===== src/rtl/tvs_pkg.sv =====
// Shared types, constants and helpers of the trilinear volume sampler.
package tvs_pkg;

	// Fixed field formats
	localparam int POS_W     = 13;
	localparam int FRAC_BITS = 8;
	localparam int INT_W     = POS_W - FRAC_BITS;
	localparam int VOX_W     = 16;

	// Weight and accumulator widths
	localparam int WGT_W  = FRAC_BITS + 1;
	localparam int W2_W   = 2 * WGT_W;
	localparam int W3_W   = 3 * WGT_W;
	localparam int PROD_W = VOX_W + W3_W;
	localparam int ACC_W  = PROD_W + 3;
	localparam int RES_LSB = 3 * FRAC_BITS;

	// Corner sequencing
	localparam int CORNER_W    = 3;
	localparam int NUM_CORNERS = 8;

	// Default volume dimensions
	localparam int SIZE_X_DEF = 32;
	localparam int SIZE_Y_DEF = 32;
	localparam int SIZE_Z_DEF = 32;

	typedef enum logic {
		OP_WRITE  = 1'b0,
		OP_SAMPLE = 1'b1
	} op_t;

	typedef enum logic [1:0] {
		ST_IDLE,
		ST_READ,
		ST_DRAIN
	} tvs_state_t;

	// Per-corner control that travels alongside the memory read
	typedef struct packed {
		logic             vld;
		logic             last;
		logic [WGT_W-1:0] wx;
		logic [WGT_W-1:0] wy;
		logic [WGT_W-1:0] wz;
	} corner_ctl_t;

	// Lower corner gets one minus the fraction, upper corner gets the fraction
	function automatic logic [WGT_W-1:0] axis_weight(input logic upper,
		input logic [FRAC_BITS-1:0] frac);
		logic [WGT_W-1:0] one_w;
		one_w = WGT_W'(1) << FRAC_BITS;
		return upper ? {1'b0, frac} : (one_w - {1'b0, frac});
	endfunction

endpackage


===== src/rtl/tvs_mac.sv =====
// Corner weighting and accumulation pipeline behind the voxel memory.
module tvs_mac (
	input  logic                      clk,
	input  logic                      arst_n,
	input  logic                      clr,
	input  tvs_pkg::corner_ctl_t      ctl,
	input  logic [tvs_pkg::VOX_W-1:0] rdata,
	output logic                      done,
	output logic [tvs_pkg::VOX_W-1:0] result
);
	import tvs_pkg::*;

	logic              vld_s1, last_s1;
	logic              vld_s2, last_s2;
	logic              vld_s3, last_s3;
	logic [W2_W-1:0]   wxy_s1;
	logic [WGT_W-1:0]  wz_s1;
	logic [W3_W-1:0]   w_s2;
	logic [VOX_W-1:0]  vox_s2;
	logic [PROD_W-1:0] prod_s3;
	logic [ACC_W-1:0]  acc_q;

	// Advance the valid and last flags with the data
	always_ff @(posedge clk or negedge arst_n) begin
		if (!arst_n) begin
			vld_s1  <= 1'b0;
			last_s1 <= 1'b0;
			vld_s2  <= 1'b0;
			last_s2 <= 1'b0;
			vld_s3  <= 1'b0;
			last_s3 <= 1'b0;
		end else begin
			vld_s1  <= ctl.vld;
			last_s1 <= ctl.vld & ctl.last;
			vld_s2  <= vld_s1;
			last_s2 <= last_s1;
			vld_s3  <= vld_s2;
			last_s3 <= last_s2;
		end
	end

	// Stage 1: x by y weight while the memory read is in flight
	// Stage 2: full corner weight, capture the voxel
	// Stage 3: weighted voxel
	always_ff @(posedge clk) begin
		wxy_s1  <= W2_W'(ctl.wx * ctl.wy);
		wz_s1   <= ctl.wz;
		w_s2    <= W3_W'(wxy_s1 * wz_s1);
		vox_s2  <= rdata;
		prod_s3 <= PROD_W'(vox_s2 * w_s2);
	end

	// Clear on a new sample, sum the eight weighted corners
	always_ff @(posedge clk) begin
		if (clr) begin
			acc_q <= '0;
		end else if (vld_s3) begin
			acc_q <= acc_q + ACC_W'(prod_s3);
		end
	end

	assign done   = vld_s3 & last_s3;
	assign result = acc_q[RES_LSB +: VOX_W];

endmodule


===== config.mk =====
export PLATFORM = sky130hd
export DESIGN_NAME = tvs_mac
export DESIGN_NICKNAME = d
export VERILOG_FILES = /design/src/rtl/tvs_pkg.sv /design/src/rtl/tvs_mac.sv
export SDC_FILE = /design/constraint.sdc
export NUM_CORES = 2
export LEC_CHECK = 0
export ABC_CLOCK_PERIOD_IN_PS = 8500
export BUFFER_PORTS_ARGS = -buffer_cell sky130_fd_sc_hd__buf_2
export CORE_MARGIN = 4
export CORE_UTILIZATION = 41
export DETAILED_ROUTE_END_ITERATION = 8
export PLACE_DENSITY = 0.65
export SYNTH_ARGS = -nofsm -noshare
export SYNTH_HDL_FRONTEND = slang
export SYNTH_SLANG_ARGS = --single-unit

===== constraint.sdc =====
create_clock -name clk -period 8.5 [get_ports clk]
set_input_delay 0 -clock clk [delete_from_list [all_inputs] [get_ports clk]]
set_output_delay 0 -clock clk [all_outputs]
set_load 0.02 [all_outputs]

==> impl_results.html <==
<table>
<tr><th>Metric</th><th>Value</th></tr>
<tr><th colspan="2">Critical path</th></tr>
<tr><td>Capturing point of the worst reg2reg path</td><td>prod_s3[39]$_DFF_P_</td></tr>
<tr><td>Critical R2R Launch</td><td>vox_s2[3]$_DFF_P_</td></tr>
<tr><td>Nature of the critical path endpoint</td><td>flip-flop</td></tr>
<tr><td>FF-to-FF path depth</td><td>23</td></tr>
<tr><td>Worst Setup Path Type</td><td>flip-flop to flip-flop</td></tr>
<tr><td>Data arrival time of the worst path</td><td>around 7.3 ns</td></tr>
<tr><td>Internal reg-to-reg setup slack</td><td>1.59 ns</td></tr>
<tr><td>CP Data Required Time</td><td>8.87 ns</td></tr>
<tr><td>Startpoint type of the worst setup path</td><td>flip-flop</td></tr>
<tr><td>Critical path peak fanout</td><td>27</td></tr>
<tr><th colspan="2">Clocking</th></tr>
<tr><td>CTS Root Cell</td><td>sky130_fd_sc_hd__clkbuf_16</td></tr>
<tr><td>Latest clock arrival within the worst-skew pair</td><td>0.49 ns</td></tr>
<tr><td>Number of H-tree levels</td><td>4</td></tr>
<tr><td>Post-CTS Setup Repair Bufs</td><td>0</td></tr>
<tr><td>CTS tree</td><td>yes</td></tr>
<tr><td>Number of CTS-inserted buffers</td><td>17</td></tr>
<tr><td>Number of buffers between clock root and the deepest sink</td><td>2</td></tr>
<tr><td>Clock edge transition at the registers on the reported setup and hold paths</td><td>~0.070 ns</td></tr>
<tr><td>Sink count of the clock tree</td><td>between 150 and 200</td></tr>
<tr><th colspan="2">Floorplanning</th></tr>
<tr><td>Die X-Extent</td><td>262 um</td></tr>
<tr><td>IO Pins</td><td>65</td></tr>
<tr><td>Vertical die dimension</td><td>262 um</td></tr>
<tr><td>Std-Cell Core Area</td><td>roughly 63000 sq um</td></tr>
<tr><td>Site Rows</td><td>92</td></tr>
<tr><td>Die Area</td><td>around 68000 sq um</td></tr>
<tr><td>Initial core utilization</td><td>41.6%</td></tr>
<tr><th colspan="2">Yosys</th></tr>
<tr><td>Syn Inst Count</td><td>2953</td></tr>
<tr><td>Largest cells by area after synthesis</td><td>sky130_fd_sc_hd__fa_1 39%, sky130_fd_sc_hd__dfxtp_1 11%, sky130_fd_sc_hd__ha_1 11%, sky130_fd_sc_hd__inv_1 8.5%, sky130_fd_sc_hd__nand2_1 6.8%</td></tr>
<tr><td>Yosys top cell area share</td><td>around two fifths</td></tr>
<tr><td>Syn nets</td><td>3733</td></tr>
<tr><td>Prevailing post-synth register cell</td><td>sky130_fd_sc_hd__dfxtp_1</td></tr>
<tr><td>Synth Register Bits</td><td>156</td></tr>
<tr><td>Proportion of register bits with asynchronous set or reset after synthesis</td><td>3.85%</td></tr>
<tr><td>Library cell with the largest summed area after synthesis</td><td>sky130_fd_sc_hd__fa_1</td></tr>
<tr><td>EDFF count, synth</td><td>0</td></tr>
<tr><td>Number of synthesis warnings</td><td>0</td></tr>
<tr><td>Avg Inst Size Synth</td><td>8.93 sq um</td></tr>
<tr><td>Top post-synthesis cells by count</td><td>596 x sky130_fd_sc_hd__inv_1, 510 x sky130_fd_sc_hd__fa_1, 474 x sky130_fd_sc_hd__nand2_1</td></tr>
<tr><td>Area of the mapped netlist</td><td>26400 sq um</td></tr>
<tr><td>Netlist cell types</td><td>65</td></tr>
<tr><td>Cell with the most instances after synthesis</td><td>sky130_fd_sc_hd__inv_1</td></tr>
<tr><td>Share of synthesized area occupied by flip-flops and latches</td><td>a little under an eighth</td></tr>
<tr><th colspan="2">Route</th></tr>
<tr><td>Aggregate routed wire length</td><td>58500 um</td></tr>
<tr><td>Vias post-DR</td><td>18700</td></tr>
<tr><td># DRC</td><td>0</td></tr>
<tr><td>Number of iterations in the first detailed-routing pass</td><td>7</td></tr>
<tr><td>Initial DRC Count</td><td>913</td></tr>
<tr><td>Average wire per cell in the routed design</td><td>15.4 um</td></tr>
<tr><td>Via-per-instance ratio</td><td>4.91</td></tr>
<tr><td>Number of nets still failing antenna checks after routing</td><td>0</td></tr>
<tr><th colspan="2">Placed design</th></tr>
<tr><td>Number of buffers inserted by port buffering</td><td>64</td></tr>
<tr><td>Gp weighted congestion</td><td>0.858</td></tr>
<tr><td>DP Wirelength</td><td>46500 um</td></tr>
<tr><th colspan="2">Global route</th></tr>
<tr><td>Largest net degree at the start of global routing</td><td>47</td></tr>
<tr><td>Overall routing resource usage</td><td>18.4%</td></tr>
<tr><td>Number of antenna violations at the first check in global routing</td><td>0</td></tr>
<tr><td>Congestion Overflow GR</td><td>0</td></tr>
<tr><td>Wire length of the first global-routing pass</td><td>just over 100000 um</td></tr>
<tr><td>Number of global-route vias before repair</td><td>20300</td></tr>
<tr><th colspan="2">Hold path</th></tr>
<tr><td>Number of stages on the worst hold path</td><td>3</td></tr>
<tr><td>Min-Delay Path Class</td><td>primary input to flip-flop</td></tr>
<tr><td>Worst-case hold path end point</td><td>acc_q[12]$_SDFFE_PP0P_</td></tr>
<tr><td>Worst min-delay path startpoint</td><td>clr</td></tr>
<tr><th colspan="2">STA</th></tr>
<tr><td>Setup TNS</td><td>0 ns</td></tr>
<tr><td>Clk_skew</td><td>around 0.023 ns</td></tr>
<tr><td>Share of the cycle needed by the critical path after routing</td><td>81.3%</td></tr>
<tr><td>Final Critical Period</td><td>slightly below 7 ns</td></tr>
<tr><td>Final setup viols</td><td>0</td></tr>
<tr><td>Slew Limit Fails</td><td>0</td></tr>
<tr><td>Hold violation total from the final report</td><td>0</td></tr>
<tr><td>Highest clock rate</td><td>145 MHz</td></tr>
<tr><td>Rel. slew slack</td><td>25.0%</td></tr>
<tr><td>Worst slew pin tran</td><td>1.12 ns</td></tr>
<tr><td>Unrepaired setup endpoints after global routing</td><td>no</td></tr>
<tr><th colspan="2">Run</th></tr>
<tr><td>Max_cap viols</td><td>0</td></tr>
<tr><th colspan="2">Finish</th></tr>
<tr><td>Fraction of final layout cells with drive strength greater than 1</td><td>4.69%</td></tr>
<tr><td>Count of nets after finishing</td><td>about 3700</td></tr>
<tr><td>Synth-to-Final Area Change</td><td>7.06%</td></tr>
<tr><td>Number of antenna repair diodes</td><td>0</td></tr>
<tr><th colspan="2">Status</th></tr>
<tr><td>Result of the run</td><td>finished, final reports clean</td></tr>
</table>
[kinds of logic (layout without fill, tap and decap cells)]
kind of cell	after synthesis	in the layout	synth area share, %
and+or+nand+nor	919	919	16.4
buffers and inverters	738	746	10.7
adders and majority gates	732	732	49.3
AOI/OAI and AO/OA	272	272	6.97
DFF	156	156	12.0
xor gates and xnor gates	105	105	3.49
muxes	31	31	1.18
[metal layers]
metal  up-vias  track usage, %  share of wire, %
met5         -               0                 0
met4         0            4.17               1.5
met3        64            4.23               6.7
met2       464            31.2                47
met1      9304            24.2                45
li1       8868               -                 -
[critical path, cell delays in order (launching register included)]
cell and delay (ns):
sky130_fd_sc_hd__dfxtp_1 1.06, sky130_fd_sc_hd__nand2_1 0.15, sky130_fd_sc_hd__fa_1 0.53, sky130_fd_sc_hd__inv_1 0.05, sky130_fd_sc_hd__fa_1 0.54, sky130_fd_sc_hd__inv_1 0.06, sky130_fd_sc_hd__fa_1 0.51, sky130_fd_sc_hd__inv_1 0.06
sky130_fd_sc_hd__fa_1 0.48, sky130_fd_sc_hd__fa_1 0.49, sky130_fd_sc_hd__inv_1 0.05, sky130_fd_sc_hd__fa_1 0.47, sky130_fd_sc_hd__inv_1 0.04, sky130_fd_sc_hd__ha_1 0.32, sky130_fd_sc_hd__a21o_1 0.21, sky130_fd_sc_hd__a21o_1 0.18
sky130_fd_sc_hd__a211oi_1 0.22, sky130_fd_sc_hd__o221ai_1 0.25, sky130_fd_sc_hd__o211ai_1 0.32, sky130_fd_sc_hd__o21ba_2 0.25, sky130_fd_sc_hd__a21oi_1 0.10, sky130_fd_sc_hd__a31o_2 0.21, sky130_fd_sc_hd__a21oi_1 0.16, sky130_fd_sc_hd__xnor2_1 0.08
[through the flow]
stage	util (%)	cells	cell area, sq um	hold slack, ns	setup slack (ns)
finish	44.6	3807	28200	0.0514	1.59
global route	44.6	3807	28200	0.0563	1.21
CTS	44.6	3807	28200	0.00107	1.64
detailed placement	43.1	3742	27300	-0.171	1.63
global placement	43.1	3742	27300	-0.175	1.72
floorplan	-	2953	26400	-0.296	2.27
[sequential cells by signal, summed over array words and instances, names as in the netlist]
signal and cells:
last_s3 1, vld_s1 1, last_s2 1, vld_s3 1, acc_q 40, w_s2 27, last_s1 1, wz_s1 9
vox_s2 16, wxy_s1 18, prod_s3 40, vld_s2 1
[layout make-up]
| cell class | count | area, sq um |
|---|---|---|
| Timing Repair Buffer | 118 | 808 |
| Tap cell | 846 | 1060 |
| Clock inverter | 14 | 158 |
| Sequential cell | 156 | 3150 |
| Fill cell | 6131 | 35100 |
| Inverter | 596 | 2240 |
| Clock buffer | 18 | 429 |
| Multi-Input combinational cell | 2059 | 20400 |
[cell usage in the layout (no fill, tap or decap), types with 5 or more instances in the layout]
master                          count
sky130_fd_sc_hd__a21oi_1           83
sky130_fd_sc_hd__xor2_1            31
sky130_fd_sc_hd__a31oi_1           12
sky130_fd_sc_hd__inv_1            596
sky130_fd_sc_hd__nor3_1            12
sky130_fd_sc_hd__and3_1             9
sky130_fd_sc_hd__nand3_1           16
sky130_fd_sc_hd__or2_2              5
sky130_fd_sc_hd__nand2b_1          13
sky130_fd_sc_hd__nor2_1            95
sky130_fd_sc_hd__o21ai_0           40
sky130_fd_sc_hd__fa_1             510
sky130_fd_sc_hd__dlygate4sd3_1     33
sky130_fd_sc_hd__dfrtp_1            5
sky130_fd_sc_hd__clkbuf_16         17
sky130_fd_sc_hd__o21bai_1          15
sky130_fd_sc_hd__nand4_1            9
sky130_fd_sc_hd__and4_1             6
sky130_fd_sc_hd__ha_1             222
sky130_fd_sc_hd__a21o_1            48
sky130_fd_sc_hd__xnor2_1           74
sky130_fd_sc_hd__o21ai_1            5
sky130_fd_sc_hd__mux2i_1           31
sky130_fd_sc_hd__nand2_1          474
sky130_fd_sc_hd__dfxtp_1          150
sky130_fd_sc_hd__inv_6              5
sky130_fd_sc_hd__buf_4             21
sky130_fd_sc_hd__and2_1           256
sky130_fd_sc_hd__o21a_1             8
sky130_fd_sc_hd__buf_2             64
sky130_fd_sc_hd__nor2b_1           15
sky130_fd_sc_hd__o31ai_1            5
[worst max-delay path by stage]
stage | startpoint | endpoint | slack, ns | cells after the start
2_1_floorplan | vox_s2[1]$_DFF_P_ | prod_s3[38]$_DFF_P_ | 2.27 | 24
3_3_place_gp | vox_s2[3]$_DFF_P_ | prod_s3[37]$_DFF_P_ | 1.72 | 23
3_5_place_dp | vox_s2[3]$_DFF_P_ | prod_s3[39]$_DFF_P_ | 1.63 | 23
4_1_cts | vox_s2[3]$_DFF_P_ | prod_s3[39]$_DFF_P_ | 1.64 | 23
5_1_grt | vox_s2[3]$_DFF_P_ | prod_s3[37]$_DFF_P_ | 1.21 | 23
6_report | vox_s2[3]$_DFF_P_ | prod_s3[39]$_DFF_P_ | 1.59 | 23
[repair_timing]
item | 4_1_cts | 5_1_grt
hold buffers | 33 | 0
endpoints found under the hold margin | 35 | 0
resized for setup | 0 | 0
Power is not shown: default switching activity piles up to over one toggle a cycle in this logic, so the estimate is an artifact.
